===== config.mk =====
export PLATFORM = sky130hd
export DESIGN_NAME = md5_digest_engine_flat
export DESIGN_NICKNAME = d
export VERILOG_FILES = /design/src/hw/rtl/md5_pkg.sv /design/src/hw/rtl/md5_if.sv /design/src/hw/rtl/md5_ram.sv /design/src/hw/rtl/md5_useq.sv /design/src/hw/rtl/md5_dpath.sv /design/src/hw/rtl/md5_digest_engine.sv /design/src/flat_wrapper.sv
export VERILOG_INCLUDE_DIRS = /design/src /design/src/hw/rtl
export SDC_FILE = /design/constraint.sdc
export NUM_CORES = 2
export LEC_CHECK = 0
export ABC_AREA = 1
export BUFFER_PORTS_ARGS = -buffer_cell sky130_fd_sc_hd__buf_2
export CAP_MARGIN = 20
export CORE_UTILIZATION = 55
export CTS_BUF_LIST = sky130_fd_sc_hd__clkbuf_4
export CTS_CLUSTER_DIAMETER = 50
export DETAILED_ROUTE_END_ITERATION = 8
export GPL_TIMING_DRIVEN = 0
export HOLD_SLACK_MARGIN = 0.02
export PLACE_DENSITY = 0.77
export SLEW_MARGIN = 40
export SYNTH_ARGS = -nofsm -noshare
export SYNTH_HDL_FRONTEND = slang
export SYNTH_SLANG_ARGS = --single-unit

===== constraint.sdc =====
create_clock -name clk_i -period 8.1 [get_ports clk_i]
set_input_delay 1.62 -clock clk_i [delete_from_list [all_inputs] [get_ports clk_i]]
set_output_delay 1.62 -clock clk_i [all_outputs]
set_load 0.1 [all_outputs]

===== src/hw/rtl/md5_digest_engine_macros.svh =====
// Assertion helpers shared by the RTL; all sample on clk_i and are off in reset.
`ifndef MD5_DIGEST_ENGINE_MACROS_SVH
`define MD5_DIGEST_ENGINE_MACROS_SVH

// Property holds on every cycle out of reset
`define MD5_ASSERT(lbl, prop, msg) \
  lbl: assert property (@(posedge clk_i) disable iff (!rst_ni) (prop)) else $error(msg);

// Same-cycle implication
`define MD5_ASSERT_IMP(lbl, ante, cons, msg) \
  lbl: assert property (@(posedge clk_i) disable iff (!rst_ni) (ante) |-> (cons)) \
    else $error(msg);

// Next-cycle implication
`define MD5_ASSERT_NXT(lbl, ante, cons, msg) \
  lbl: assert property (@(posedge clk_i) disable iff (!rst_ni) (ante) |=> (cons)) \
    else $error(msg);

`endif


===== src/hw/rtl/md5_pkg.sv =====
package md5_pkg;

  // Field widths
  localparam int unsigned WORD_W = 32;
  localparam int unsigned CNT_W  = 3;
  localparam int unsigned IDX_W  = 2;
  localparam int unsigned CFG_W  = 2;
  localparam int unsigned HASH_N = 4;

  // Block buffer and round counter
  localparam int unsigned BUF_DEPTH = 16;
  localparam int unsigned BUF_AW    = 4;
  localparam int unsigned RND_W     = 6;

  localparam logic [CNT_W-1:0]   BYTES_PER_WORD = CNT_W'(4);
  localparam logic [BUF_AW-1:0]  WPOS_LEN       = BUF_AW'(14);
  localparam logic [WORD_W-1:0]  PAD_WORD       = WORD_W'(32'h80);
  localparam logic [IDX_W-1:0]   DIG_LAST       = '1;

  // Standard MD5 initial chaining value
  localparam logic [WORD_W-1:0] CHAIN_RST [HASH_N] = '{
    32'h67452301, 32'hefcdab89, 32'h98badcfe, 32'h10325476
  };

  localparam logic [WORD_W-1:0] MD5_K [64] = '{
    32'hd76aa478, 32'he8c7b756, 32'h242070db, 32'hc1bdceee,
    32'hf57c0faf, 32'h4787c62a, 32'ha8304613, 32'hfd469501,
    32'h698098d8, 32'h8b44f7af, 32'hffff5bb1, 32'h895cd7be,
    32'h6b901122, 32'hfd987193, 32'ha679438e, 32'h49b40821,
    32'hf61e2562, 32'hc040b340, 32'h265e5a51, 32'he9b6c7aa,
    32'hd62f105d, 32'h02441453, 32'hd8a1e681, 32'he7d3fbc8,
    32'h21e1cde6, 32'hc33707d6, 32'hf4d50d87, 32'h455a14ed,
    32'ha9e3e905, 32'hfcefa3f8, 32'h676f02d9, 32'h8d2a4c8a,
    32'hfffa3942, 32'h8771f681, 32'h6d9d6122, 32'hfde5380c,
    32'ha4beea44, 32'h4bdecfa9, 32'hf6bb4b60, 32'hbebfbc70,
    32'h289b7ec6, 32'heaa127fa, 32'hd4ef3085, 32'h04881d05,
    32'hd9d4d039, 32'he6db99e5, 32'h1fa27cf8, 32'hc4ac5665,
    32'hf4292244, 32'h432aff97, 32'hab9423a7, 32'hfc93a039,
    32'h655b59c3, 32'h8f0ccc92, 32'hffeff47d, 32'h85845dd1,
    32'h6fa87e4f, 32'hfe2ce6e0, 32'ha3014314, 32'h4e0811a1,
    32'hf7537e82, 32'hbd3af235, 32'h2ad7d2bb, 32'heb86d391
  };

  // Rotate amounts, indexed by {phase, round[1:0]}
  localparam logic [4:0] MD5_S [16] = '{
    5'd7, 5'd12, 5'd17, 5'd22, 5'd5, 5'd9, 5'd14, 5'd20,
    5'd4, 5'd11, 5'd16, 5'd23, 5'd6, 5'd10, 5'd15, 5'd21
  };

  // Message word index used by a round
  function automatic logic [BUF_AW-1:0] md5_gidx(input logic [RND_W-1:0] rnd);
    logic [BUF_AW-1:0] lo;
    logic [BUF_AW-1:0] g;
    lo = rnd[BUF_AW-1:0];
    unique case (rnd[RND_W-1:RND_W-2])
      2'd0:    g = lo;
      2'd1:    g = lo * BUF_AW'(5) + BUF_AW'(1);
      2'd2:    g = lo * BUF_AW'(3) + BUF_AW'(5);
      default: g = lo * BUF_AW'(7);
    endcase
    return g;
  endfunction

  function automatic logic [WORD_W-1:0] md5_rotl(input logic [WORD_W-1:0] v,
                                                  input logic [4:0] s);
    logic [2*WORD_W-1:0] dbl;
    dbl = {v, v} << s;
    return dbl[2*WORD_W-1:WORD_W];
  endfunction

  // Microcode step addresses
  localparam int unsigned STEP_W = 4;
  localparam logic [STEP_W-1:0] ADDR_IDLE   = STEP_W'(0);
  localparam logic [STEP_W-1:0] ADDR_PUSHW  = STEP_W'(1);
  localparam logic [STEP_W-1:0] ADDR_FPUSH  = STEP_W'(2);
  localparam logic [STEP_W-1:0] ADDR_F80    = STEP_W'(3);
  localparam logic [STEP_W-1:0] ADDR_FPAD   = STEP_W'(4);
  localparam logic [STEP_W-1:0] ADDR_FLEN   = STEP_W'(5);
  localparam logic [STEP_W-1:0] ADDR_FHI    = STEP_W'(6);
  localparam logic [STEP_W-1:0] ADDR_EMIT   = STEP_W'(7);
  localparam logic [STEP_W-1:0] ADDR_CLOAD  = STEP_W'(8);
  localparam logic [STEP_W-1:0] ADDR_CPRE   = STEP_W'(9);
  localparam logic [STEP_W-1:0] ADDR_CROUND = STEP_W'(10);
  localparam logic [STEP_W-1:0] ADDR_CFIN   = STEP_W'(11);

  // Datapath operation
  typedef enum logic [2:0] {
    DP_NONE, DP_CLOAD, DP_CPRE, DP_CROUND, DP_CFIN, DP_EMIT
  } dp_op_e;

  // Buffer write qualifier
  typedef enum logic [1:0] {
    PU_NONE, PU_ALWAYS, PU_CNT4, PU_NOT14
  } push_e;

  // Buffer write data source
  typedef enum logic [2:0] {
    SRC_WORD, SRC_LAST, SRC_PAD, SRC_ZERO, SRC_LEN
  } src_e;

  // Sequencing of the step counter
  typedef enum logic [2:0] {
    SQ_NEXT, SQ_GOTO, SQ_WAIT, SQ_UNTIL14, SQ_ROUND, SQ_EMIT, SQ_RET
  } seq_e;

  typedef struct packed {
    dp_op_e            op;
    push_e             push;
    src_e              src;
    seq_e              seq;
    logic [STEP_W-1:0] target;
    logic              take;
  } ucode_t;

  // Sequencer to datapath
  typedef struct packed {
    dp_op_e op;
    logic   push;
    src_e   src;
    logic   take;
  } ctrl_t;

  // Datapath to sequencer
  typedef struct packed {
    logic wpos_full;
    logic wpos_14;
    logic cnt4;
    logic rnd_last;
    logic emit_done;
  } stat_t;

  // Control store
  function automatic ucode_t md5_ucode(input logic [STEP_W-1:0] addr);
    ucode_t uc;
    unique case (addr)
      ADDR_IDLE:   uc = '{op: DP_NONE, push: PU_NONE, src: SRC_ZERO, seq: SQ_WAIT,
                          target: ADDR_FPUSH, take: 1'b1};
      ADDR_PUSHW:  uc = '{op: DP_NONE, push: PU_ALWAYS, src: SRC_WORD, seq: SQ_GOTO,
                          target: ADDR_IDLE, take: 1'b0};
      ADDR_FPUSH:  uc = '{op: DP_NONE, push: PU_ALWAYS, src: SRC_LAST, seq: SQ_NEXT,
                          target: ADDR_IDLE, take: 1'b0};
      ADDR_F80:    uc = '{op: DP_NONE, push: PU_CNT4, src: SRC_PAD, seq: SQ_NEXT,
                          target: ADDR_IDLE, take: 1'b0};
      ADDR_FPAD:   uc = '{op: DP_NONE, push: PU_NOT14, src: SRC_ZERO, seq: SQ_UNTIL14,
                          target: ADDR_IDLE, take: 1'b0};
      ADDR_FLEN:   uc = '{op: DP_NONE, push: PU_ALWAYS, src: SRC_LEN, seq: SQ_NEXT,
                          target: ADDR_IDLE, take: 1'b0};
      ADDR_FHI:    uc = '{op: DP_NONE, push: PU_ALWAYS, src: SRC_ZERO, seq: SQ_NEXT,
                          target: ADDR_IDLE, take: 1'b0};
      ADDR_EMIT:   uc = '{op: DP_EMIT, push: PU_NONE, src: SRC_ZERO, seq: SQ_EMIT,
                          target: ADDR_IDLE, take: 1'b0};
      ADDR_CLOAD:  uc = '{op: DP_CLOAD, push: PU_NONE, src: SRC_ZERO, seq: SQ_NEXT,
                          target: ADDR_IDLE, take: 1'b0};
      ADDR_CPRE:   uc = '{op: DP_CPRE, push: PU_NONE, src: SRC_ZERO, seq: SQ_NEXT,
                          target: ADDR_IDLE, take: 1'b0};
      ADDR_CROUND: uc = '{op: DP_CROUND, push: PU_NONE, src: SRC_ZERO, seq: SQ_ROUND,
                          target: ADDR_IDLE, take: 1'b0};
      ADDR_CFIN:   uc = '{op: DP_CFIN, push: PU_NONE, src: SRC_ZERO, seq: SQ_RET,
                          target: ADDR_IDLE, take: 1'b0};
      default:     uc = '{op: DP_NONE, push: PU_NONE, src: SRC_ZERO, seq: SQ_GOTO,
                          target: ADDR_IDLE, take: 1'b0};
    endcase
    return uc;
  endfunction

endpackage


===== src/hw/rtl/md5_if.sv =====
// Message word channel
interface md5_in_if import md5_pkg::*; ();
  logic              valid;
  logic              ready;
  logic [WORD_W-1:0] message_word;
  logic [CNT_W-1:0]  byte_count;
  logic              final_word;

  modport source (output valid, message_word, byte_count, final_word, input ready);
  modport sink   (input valid, message_word, byte_count, final_word, output ready);
endinterface

// Digest word channel
interface md5_out_if import md5_pkg::*; ();
  logic              valid;
  logic              ready;
  logic [WORD_W-1:0] digest_word;
  logic [IDX_W-1:0]  digest_index;
  logic              digest_last;

  modport source (output valid, digest_word, digest_index, digest_last, input ready);
  modport sink   (input valid, digest_word, digest_index, digest_last, output ready);
endinterface

// Register write channel
interface md5_cfg_if import md5_pkg::*; ();
  logic              valid;
  logic              ready;
  logic [CFG_W-1:0]  index;
  logic [WORD_W-1:0] data;

  modport source (output valid, index, data, input ready);
  modport sink   (input valid, index, data, output ready);
endinterface


===== src/hw/rtl/md5_ram.sv =====
module md5_ram #(
  parameter int unsigned WIDTH = 32,
  parameter int unsigned DEPTH = 16,
  localparam int unsigned AW = $clog2(DEPTH)
) (
  input  logic             clk_i,
  input  logic             we_i,
  input  logic [AW-1:0]    waddr_i,
  input  logic [WIDTH-1:0] wdata_i,
  input  logic [AW-1:0]    raddr_i,
  output logic [WIDTH-1:0] rdata_o
);

  logic [WIDTH-1:0] mem_q [DEPTH];
  logic [WIDTH-1:0] rdata_q;

  // One write port, one registered read port
  always_ff @(posedge clk_i) begin
    if (we_i) begin
      mem_q[waddr_i] <= wdata_i;
    end
    rdata_q <= mem_q[raddr_i];
  end

  assign rdata_o = rdata_q;

endmodule


===== src/hw/rtl/md5_useq.sv =====
module md5_useq import md5_pkg::*; (
  input  logic  clk_i,
  input  logic  rst_ni,
  input  logic  in_fire_i,
  input  logic  final_word_i,
  input  stat_t stat_i,
  output ctrl_t ctrl_o
);

  logic [STEP_W-1:0] step_q, step_d;
  logic [STEP_W-1:0] ret_q, ret_d;
  logic [STEP_W-1:0] step_inc;
  logic [STEP_W-1:0] nxt;
  ucode_t            uc;
  logic              push;

  assign uc       = md5_ucode(step_q);
  assign step_inc = step_q + STEP_W'(1);

  // Qualify the buffer write
  always_comb begin
    unique case (uc.push)
      PU_NONE:   push = 1'b0;
      PU_ALWAYS: push = 1'b1;
      PU_CNT4:   push = stat_i.cnt4;
      PU_NOT14:  push = !stat_i.wpos_14;
      default:   push = 1'b0;
    endcase
  end

  // Next step of the program
  always_comb begin
    unique case (uc.seq)
      SQ_NEXT:    nxt = step_inc;
      SQ_GOTO:    nxt = uc.target;
      SQ_WAIT: begin
        if (in_fire_i) begin
          nxt = final_word_i ? uc.target : step_inc;
        end else begin
          nxt = step_q;
        end
      end
      SQ_UNTIL14: nxt = stat_i.wpos_14 ? step_inc : step_q;
      SQ_ROUND:   nxt = stat_i.rnd_last ? step_inc : step_q;
      SQ_EMIT:    nxt = stat_i.emit_done ? uc.target : step_q;
      SQ_RET:     nxt = ret_q;
      default:    nxt = ADDR_IDLE;
    endcase
  end

  // A write that fills the block calls the compression routine
  always_comb begin
    ret_d  = ret_q;
    step_d = nxt;
    if (push && stat_i.wpos_full) begin
      ret_d  = nxt;
      step_d = ADDR_CLOAD;
    end
  end

  always_ff @(posedge clk_i or negedge rst_ni) begin
    if (!rst_ni) begin
      step_q <= ADDR_IDLE;
      ret_q  <= ADDR_IDLE;
    end else begin
      step_q <= step_d;
      ret_q  <= ret_d;
    end
  end

  assign ctrl_o = '{op: uc.op, push: push, src: uc.src, take: uc.take};

endmodule


===== src/hw/rtl/md5_dpath.sv =====
module md5_dpath import md5_pkg::*; (
  input  logic              clk_i,
  input  logic              rst_ni,
  input  ctrl_t             ctrl_i,
  input  logic              in_fire_i,
  input  logic [WORD_W-1:0] message_word_i,
  input  logic [CNT_W-1:0]  byte_count_i,
  input  logic              final_word_i,
  input  logic              cfg_we_i,
  input  logic [CFG_W-1:0]  cfg_index_i,
  input  logic [WORD_W-1:0] cfg_data_i,
  input  logic              out_ready_i,
  output logic              out_valid_o,
  output logic [WORD_W-1:0] digest_word_o,
  output logic [IDX_W-1:0]  digest_index_o,
  output logic              digest_last_o,
  output stat_t             stat_o
);

  logic [WORD_W-1:0] chain_q [HASH_N];
  logic [WORD_W-1:0] hash_q  [HASH_N];
  logic [WORD_W-1:0] a_q, b_q, c_q, d_q;
  logic [WORD_W-1:0] pre_q, pre_d;
  logic [RND_W-1:0]  rnd_q;
  logic [BUF_AW-1:0] wpos_q;
  logic [WORD_W-1:0] bt_q, bt_d;
  logic              in_msg_q;
  logic [WORD_W-1:0] word_q;
  logic [CNT_W-1:0]  cnt_q, cnt_norm;
  logic [IDX_W-1:0]  eidx_q;
  logic              out_valid_q;
  logic [WORD_W-1:0] out_word_q;
  logic [IDX_W-1:0]  out_idx_q;
  logic              out_last_q;

  logic [WORD_W-1:0] last_word;
  logic [WORD_W-1:0] push_data;
  logic [BUF_AW-1:0] raddr;
  logic [WORD_W-1:0] rdata;
  logic [WORD_W-1:0] f, sum, rot, b_new;
  logic [WORD_W-1:0] pre_base;
  logic [RND_W-1:0]  k_idx;
  logic              emit_fire;

  // Final byte count: out-of-range codes mean a full word
  assign cnt_norm = (byte_count_i == '0 || byte_count_i > BYTES_PER_WORD) ?
                    BYTES_PER_WORD : byte_count_i;

  // Final word with its 0x80 marker placed after the valid bytes
  always_comb begin
    unique case (cnt_q)
      CNT_W'(1): last_word = {16'h0, 8'h80, word_q[7:0]};
      CNT_W'(2): last_word = {8'h0, 8'h80, word_q[15:0]};
      CNT_W'(3): last_word = {8'h80, word_q[23:0]};
      default:   last_word = word_q;
    endcase
  end

  always_comb begin
    unique case (ctrl_i.src)
      SRC_WORD: push_data = word_q;
      SRC_LAST: push_data = last_word;
      SRC_PAD:  push_data = PAD_WORD;
      SRC_ZERO: push_data = '0;
      SRC_LEN:  push_data = {bt_q[WORD_W-4:0], 3'b000};
      default:  push_data = '0;
    endcase
  end

  // Read one round ahead so the message word is ready in time
  always_comb begin
    unique case (ctrl_i.op)
      DP_CLOAD: raddr = md5_gidx('0);
      DP_CPRE:  raddr = md5_gidx(RND_W'(1));
      default:  raddr = md5_gidx(rnd_q + RND_W'(2));
    endcase
  end

  md5_ram #(
    .WIDTH (WORD_W),
    .DEPTH (BUF_DEPTH)
  ) u_buf (
    .clk_i   (clk_i),
    .we_i    (ctrl_i.push),
    .waddr_i (wpos_q),
    .wdata_i (push_data),
    .raddr_i (raddr),
    .rdata_o (rdata)
  );

  // Round function
  always_comb begin
    unique case (rnd_q[RND_W-1:RND_W-2])
      2'd0:    f = (b_q & c_q) | (~b_q & d_q);
      2'd1:    f = (b_q & d_q) | (c_q & ~d_q);
      2'd2:    f = b_q ^ c_q ^ d_q;
      default: f = c_q ^ (b_q | ~d_q);
    endcase
  end

  assign sum   = pre_q + f;
  assign rot   = md5_rotl(sum, MD5_S[{rnd_q[RND_W-1:RND_W-2], rnd_q[1:0]}]);
  assign b_new = b_q + rot;

  // a + K + M for the next round; the next a is the current d
  assign pre_base = (ctrl_i.op == DP_CPRE) ? a_q : d_q;
  assign k_idx    = (ctrl_i.op == DP_CPRE) ? '0 : rnd_q + RND_W'(1);
  assign pre_d    = pre_base + MD5_K[k_idx] + rdata;

  // Byte total: restarts with each message
  assign bt_d = (in_msg_q ? bt_q : '0) +
                WORD_W'(final_word_i ? cnt_norm : BYTES_PER_WORD);

  assign emit_fire = (ctrl_i.op == DP_EMIT) && (!out_valid_q || out_ready_i);

  // Control state
  always_ff @(posedge clk_i or negedge rst_ni) begin
    if (!rst_ni) begin
      chain_q     <= CHAIN_RST;
      rnd_q       <= '0;
      wpos_q      <= '0;
      bt_q        <= '0;
      in_msg_q    <= 1'b0;
      eidx_q      <= '0;
      out_valid_q <= 1'b0;
    end else begin
      if (cfg_we_i) begin
        chain_q[cfg_index_i] <= cfg_data_i;
      end
      if (ctrl_i.op == DP_CLOAD) begin
        rnd_q <= '0;
      end else if (ctrl_i.op == DP_CROUND) begin
        rnd_q <= rnd_q + RND_W'(1);
      end
      if (in_fire_i) begin
        bt_q     <= bt_d;
        in_msg_q <= 1'b1;
        if (!in_msg_q) begin
          wpos_q <= '0;
        end
      end else if (ctrl_i.push) begin
        wpos_q <= wpos_q + BUF_AW'(1);
      end
      if (emit_fire) begin
        eidx_q <= eidx_q + IDX_W'(1);
        if (eidx_q == DIG_LAST) begin
          in_msg_q <= 1'b0;
        end
      end
      if (emit_fire) begin
        out_valid_q <= 1'b1;
      end else if (out_ready_i) begin
        out_valid_q <= 1'b0;
      end
    end
  end

  // Payload registers
  always_ff @(posedge clk_i) begin
    if (in_fire_i) begin
      word_q <= message_word_i;
      cnt_q  <= cnt_norm;
      if (!in_msg_q) begin
        hash_q <= chain_q;
      end
    end
    if (ctrl_i.op == DP_CFIN) begin
      hash_q[0] <= hash_q[0] + a_q;
      hash_q[1] <= hash_q[1] + b_q;
      hash_q[2] <= hash_q[2] + c_q;
      hash_q[3] <= hash_q[3] + d_q;
    end
    if (ctrl_i.op == DP_CLOAD) begin
      a_q <= hash_q[0];
      b_q <= hash_q[1];
      c_q <= hash_q[2];
      d_q <= hash_q[3];
    end else if (ctrl_i.op == DP_CROUND) begin
      a_q <= d_q;
      b_q <= b_new;
      c_q <= b_q;
      d_q <= c_q;
    end
    if (ctrl_i.op == DP_CPRE || ctrl_i.op == DP_CROUND) begin
      pre_q <= pre_d;
    end
    if (emit_fire) begin
      out_word_q <= hash_q[eidx_q];
      out_idx_q  <= eidx_q;
      out_last_q <= (eidx_q == DIG_LAST);
    end
  end

  assign stat_o = '{
    wpos_full: (&wpos_q),
    wpos_14:   (wpos_q == WPOS_LEN),
    cnt4:      (cnt_q == BYTES_PER_WORD),
    rnd_last:  (&rnd_q),
    emit_done: emit_fire && (eidx_q == DIG_LAST)
  };

  assign out_valid_o    = out_valid_q;
  assign digest_word_o  = out_word_q;
  assign digest_index_o = out_idx_q;
  assign digest_last_o  = out_last_q;

endmodule


===== src/hw/rtl/md5_digest_engine.sv =====
// Non-final word: accepted, then written to the buffer; a word that fills a block adds a compression
// (load, pre-add, 64 rounds, fold), during which no new word is accepted.
// Final word: padding writes plus one or two compressions, then four digest beats
// from one output register, one per cycle while the receiver is ready.
// Reset: step counter, counts and handshakes clear, chain registers take the MD5 IV;
// the block buffer is not cleared.
`include "md5_digest_engine_macros.svh"

module md5_digest_engine import md5_pkg::*; (
  input  logic      clk_i,
  input  logic      rst_ni,
  md5_in_if.sink    msg_i,
  md5_out_if.source dig_o,
  md5_cfg_if.sink   cfg_i
);

  ctrl_t ctrl;
  stat_t stat;
  logic  in_fire;

  assign msg_i.ready = ctrl.take;
  assign in_fire     = msg_i.valid && msg_i.ready;
  assign cfg_i.ready = 1'b1;

  // Program sequencer
  md5_useq u_useq (
    .clk_i        (clk_i),
    .rst_ni       (rst_ni),
    .in_fire_i    (in_fire),
    .final_word_i (msg_i.final_word),
    .stat_i       (stat),
    .ctrl_o       (ctrl)
  );

  // Buffer, round unit and digest output
  md5_dpath u_dpath (
    .clk_i          (clk_i),
    .rst_ni         (rst_ni),
    .ctrl_i         (ctrl),
    .in_fire_i      (in_fire),
    .message_word_i (msg_i.message_word),
    .byte_count_i   (msg_i.byte_count),
    .final_word_i   (msg_i.final_word),
    .cfg_we_i       (cfg_i.valid),
    .cfg_index_i    (cfg_i.index),
    .cfg_data_i     (cfg_i.data),
    .out_ready_i    (dig_o.ready),
    .out_valid_o    (dig_o.valid),
    .digest_word_o  (dig_o.digest_word),
    .digest_index_o (dig_o.digest_index),
    .digest_last_o  (dig_o.digest_last),
    .stat_o         (stat)
  );

  // A write into the last buffer slot must start a compression
  `MD5_ASSERT_NXT(a_wrap_call, ctrl.push && stat.wpos_full, ctrl.op == DP_CLOAD, "full block not compressed")
  // The 64th round is followed by the fold into the chaining value
  `MD5_ASSERT_NXT(a_round_end, ctrl.op == DP_CROUND && stat.rnd_last, ctrl.op == DP_CFIN, "round loop overran")
  // Last digest beat carries word D
  `MD5_ASSERT_IMP(a_last_idx, dig_o.valid && dig_o.digest_last, dig_o.digest_index == DIG_LAST, "last beat index wrong")
  // No message word is taken while the program is busy
  `MD5_ASSERT(a_busy_take, !(ctrl.take && (ctrl.push || ctrl.op != DP_NONE)), "input taken while busy")

endmodule


===== src/flat_wrapper.sv =====
// flat-port wrapper written by rule: the top's interface ports become plain ports
module md5_digest_engine_flat import md5_pkg::*;
  (clk_i, rst_ni, msg_i_valid, msg_i_message_word, msg_i_byte_count, msg_i_final_word, msg_i_ready, dig_o_valid, dig_o_digest_word, dig_o_digest_index, dig_o_digest_last, dig_o_ready, cfg_i_valid, cfg_i_index, cfg_i_data, cfg_i_ready);
  md5_in_if msg_i_i ();
  md5_out_if dig_o_i ();
  md5_cfg_if cfg_i_i ();
  input  logic clk_i;
  input  logic rst_ni;
  input wire logic [$bits(msg_i_i.valid)-1:0] msg_i_valid;
  input wire logic [$bits(msg_i_i.message_word)-1:0] msg_i_message_word;
  input wire logic [$bits(msg_i_i.byte_count)-1:0] msg_i_byte_count;
  input wire logic [$bits(msg_i_i.final_word)-1:0] msg_i_final_word;
  output wire logic [$bits(msg_i_i.ready)-1:0] msg_i_ready;
  output wire logic [$bits(dig_o_i.valid)-1:0] dig_o_valid;
  output wire logic [$bits(dig_o_i.digest_word)-1:0] dig_o_digest_word;
  output wire logic [$bits(dig_o_i.digest_index)-1:0] dig_o_digest_index;
  output wire logic [$bits(dig_o_i.digest_last)-1:0] dig_o_digest_last;
  input wire logic [$bits(dig_o_i.ready)-1:0] dig_o_ready;
  input wire logic [$bits(cfg_i_i.valid)-1:0] cfg_i_valid;
  input wire logic [$bits(cfg_i_i.index)-1:0] cfg_i_index;
  input wire logic [$bits(cfg_i_i.data)-1:0] cfg_i_data;
  output wire logic [$bits(cfg_i_i.ready)-1:0] cfg_i_ready;
  assign msg_i_i.valid = msg_i_valid;
  assign msg_i_i.message_word = msg_i_message_word;
  assign msg_i_i.byte_count = msg_i_byte_count;
  assign msg_i_i.final_word = msg_i_final_word;
  assign msg_i_ready = msg_i_i.ready;
  assign dig_o_valid = dig_o_i.valid;
  assign dig_o_digest_word = dig_o_i.digest_word;
  assign dig_o_digest_index = dig_o_i.digest_index;
  assign dig_o_digest_last = dig_o_i.digest_last;
  assign dig_o_i.ready = dig_o_ready;
  assign cfg_i_i.valid = cfg_i_valid;
  assign cfg_i_i.index = cfg_i_index;
  assign cfg_i_i.data = cfg_i_data;
  assign cfg_i_ready = cfg_i_i.ready;
  md5_digest_engine u_core (.clk_i(clk_i), .rst_ni(rst_ni), .msg_i(msg_i_i), .dig_o(dig_o_i), .cfg_i(cfg_i_i));
endmodule

==> metrics.md <==
| Metric | Value |
|---|---|
| Status | complete, but fails checks |
| Failing checks | design-rule violations |
| Synth async-reset ratio | between 10% and 20% |
| Int Pwr | 15.58 mW |
| Skew final | 0.1185 ns |
| Synthesis Warnings | 0 |
| TritonCTS Buffers | 292 |
| DR WL/cell | 26.31 um |
| CTS tree | yes |
| Post-Route WL | approximately 250,000 um |
| Biggest register | u_core.u_dpath.u_buf.mem_q |
| Top cells by area, synth | edfxtp_1 (41%), nand2_1 (8.6%), o21ai_0 (5.6%) |
| Pins over their slew limit | 0 |
| Endpoints failing setup | 0 |
| CTS Buffer Depth | 4 |
| Critical R2R Launch | u_core.u_dpath.rnd_q[4]$_DFFE_PN0P_ |
| Leakage | 29.77 nW |
| Cell Pwr Density | 415.9 nW/um^2 |
| Drt initial violations | 8,842 |
| Top Registers | u_core.u_dpath.u_buf.mem_q x512, u_core.u_dpath.chain_q x128, u_core.u_dpath.hash_q x128 |
| Sw Share | 47.95% |
| First-pass iteration count of the detailed router | 9 |
| Layout area overhead | 12.04% |
| Fin crit period | 7.866 ns |
| CP Class | register to register |
| CTS clk-pin slew, worst paths | 0.07 ns |
| Flop pwr share | approximately 29% |
| Register area | 31,330 um^2 |
| Vias per cell | 6.216 |
| Initial Util | between 50% and 60% |
| Maximum number of pins on one net before global-route repair | a little over 70 |
| Cell mode on critical path | nand2_1 |
| CP Max Fanout | 10 |
| Required @ worst endpoint | 9.03 ns |
| Reg2Reg Depth | 34 |
| Number of core rows | approximately 120 |
| Final core utilization | 62.50% |
| Critical Path AT | 8.80 ns |
| Max reg flops | 512 |
| Top FF cell, synth | edfxtp_1 |
| Final Wtd Congestion | 1.078 |
| Sequential share of the synthesized area | 48.78% |
| Critical path startpoint category | register |
| Fmax | ~0.13 GHz |
| Clk sink count | 1,081 |
| Hold Buf Count CTS | 0 |
| Post-synth net total | roughly 7.9k |
| Net switching power | 14.35 mW |
| Mapped Area | 64,220 um^2 |
| Post-DP HPWL | 196,400 um |
| Initial antenna violation count | 9 |
| Clk_lat worst skew | approximately 1.3 ns |
| Area leader, netlist | edfxtp_1 |
| Critical Path Sink Type | register |
| Pre-CTS setup slack | -0.6817 ns |
| Synth Area per Inst | 8.598 um^2 |
| Worst R2R Setup Slack | approximately 0.23 ns |
| Slew @ Worst Pin | about 1 ns |
| Post-placement cell area | roughly 68,000 um^2 |
| Path type of the worst min-delay path | input port to asynchronous set/reset pin |
| Total grt overflow | 0 |
| Die area | 118,100 um^2 |
| Worst stage delay on the critical path | 0.81 ns |
| CP max-delay cell | a21oi_1 |
| Synth Instances | 7,469 |
| Area of the multi-input gates | ~29,000 um^2 |
| First-pass GRT wire length | 362,000 um |
| VDD IR max | 0.3104 mV |
| Yosys top cell area share | 40.68% |
| Final hold violation count | 0 |
| Number of port buffers | 111 |
| Vias in the first global route | 56.01k |
| Layout Nets | around 8.3k |
| Maxcap violations | 0 |
| Drc violations | 1 |
| H-tree depth | 5 |
| Layout cells sized above 1 | 11.91% |
| PnR worst setup slack | between 0.2 and 0.25 ns |
| Crit path from | u_core.u_dpath.rnd_q[4]$_DFFE_PN0P_ |
| Post-synth EDFFs | 870 |
| Fin crit share | a little over nine tenths |
| Combinational power share | a little over half |
| # fillers | between 9k and 10k |
| Global-route usage over all layers | 42.48% |
| Worst hold margin | 0.2952 ns |
| I/O Pins | 113 |
| Antenna-violating nets left | 0 |
| Cell area after layout | 71,950 um^2 |
| Chip height | roughly 340 um |
| R2R Path End | u_core.u_dpath.b_q[31]$_DFFE_PP_ |
| Synth cell types | 80 |
| Register bit total from synthesis | 1,081 |
| Core area | 115,100 um^2 |
| Via count | around 60k |
| Relative slew slack | 32.28% |
| CTS Root Cell | clkbuf_4 |
| Die W | about 340 um |
| Clock power share | roughly 16% |
==> how the worst max path moves through the flow <==
stage                                          endpoint  cells past startpoint
2_1_floorplan  u_core.u_dpath.u_buf.rdata_o[14]$_DFF_P_                     13
3_3_place_gp   u_core.u_dpath.u_buf.rdata_o[25]$_DFF_P_                     12
3_5_place_dp         u_core.u_dpath.pre_q[23]$_DFFE_PP_                     32
4_1_cts              u_core.u_dpath.pre_q[23]$_DFFE_PP_                     35
5_1_grt              u_core.u_dpath.pre_q[21]$_DFFE_PP_                     36
6_report               u_core.u_dpath.b_q[31]$_DFFE_PP_                     34
==> synth_stat cells (64+ instances only) <==
cell and number:
dfstp_2 64, o211ai_1 158, inv_1 756, o21ai_1 68, xnor2_1 89, nand3_1 646, nand2_1 1473, or2_0 108
a21oi_1 388, buf_2 68, dfrtp_1 115, xor2_1 96, nor3_1 89, o21ai_0 718, edfxtp_1 870, ha_1 266
nor2_1 748, clkbuf_1 169
==> cell usage in the layout (no fill, tap or decap), drive strengths merged, types with 18 or more instances in the layout <==
master  count
a31oi      38
dfstp      64
buf       310
dfxtp      32
nor3       91
clkbuf    592
inv       781
nor4       45
a21oi     388
nand4      28
dfrtp     115
edfxtp    870
or2       164
nand3     651
clkinv     77
xnor2      89
xor2       98
o22ai      58
o21ai     788
fa         40
o211ai    158
nor2      763
a21o       18
nand2    1484
ha        266
==> worst max-delay path, delay by kind of cell, from the launching register on <==
| family | cells | cell delay (ns) |
|---|---|---|
| xor gates and xnor gates | 1 | 0.39 |
| AOI/OAI and AO/OA | 5 | 2.01 |
| and+or+nand+nor | 22 | 2.90 |
| adders and majority gates | 2 | 0.85 |
| DFF | 1 | 0.33 |
| buffers and inverters | 4 | 1.08 |
==> power by group through the flow <==
stage | registers [mW] | logic, mW | clock network, mW
2_1_floorplan | 8.49 | 10.3 | 0
3_3_place_gp | 8.84 | 15.1 | 0
3_5_place_dp | 8.76 | 15.8 | 0
4_1_cts | 8.65 | 15.9 | 4.75
5_1_grt | 8.75 | 17.7 | 5.03
6_report | 8.73 | 16.4 | 4.76
==> cell families (layout without fill, tap and decap cells) <==
kind of cell / count (synthesis) / in the layout / synth area share [%]
simple gates: 3243 / 3244 / 21.68
compound gates: 1566 / 1566 / 13.70
buf+inv: 1079 / 1764 / 6.730
mux: 6 / 6 / 0.09353
xor+xnor: 187 / 187 / 2.591
fa+ha+maj: 306 / 306 / 6.430
flops: 1081 / 1081 / 48.78
other cells: 1 / 12 / 0.005839
==> what timing repair did <==
action / 4_1_cts / 5_1_grt
endpoints found under the hold margin: 0 / 0
buffers inserted: 1 / 3
cloned: 0 / 1
pin swaps: 0 / 2
resized for setup: 5 / 3
setup endpoints to repair: 18 / 11
==> stage by stage <==
stage	power [mW]	std cells	TNS [ns]
finish	29.93	9678	0
global route	31.53	9673	-0.01326
CTS	29.29	9661	0
detailed placement	24.53	9159	-5.380
global placement	23.96	9092	-568.79
floorplan	18.84	7469	0
==> final cells by class <==
cell class	count	area share, %
diodes	11	0.03826
multi-input cells	5310	40.32
clock inverters	82	0.5147
plain buffers	299	1.941
flip-flops and latches	1081	43.54
well taps	1512	2.629
clock buffers	419	4.372
inverters	780	4.099
repair buffers	184	2.551
==> per-layer routing <==
metal | global-route usage, % | part of all wire (%) | vias up | wire length, um
met4 | 20.27 | 5.4 | 2 | 13770
met2 | 61.65 | 42 | 4330 | 106400
met1 | 55.82 | 37 | 28340 | 95400
met3 | 16.22 | 15 | 697 | 39040
met5 | 0 | 0.0051 | - | 13
li1 | - | - | 26780 | -
No activity file was read; power rests on OpenSTA's default activity.
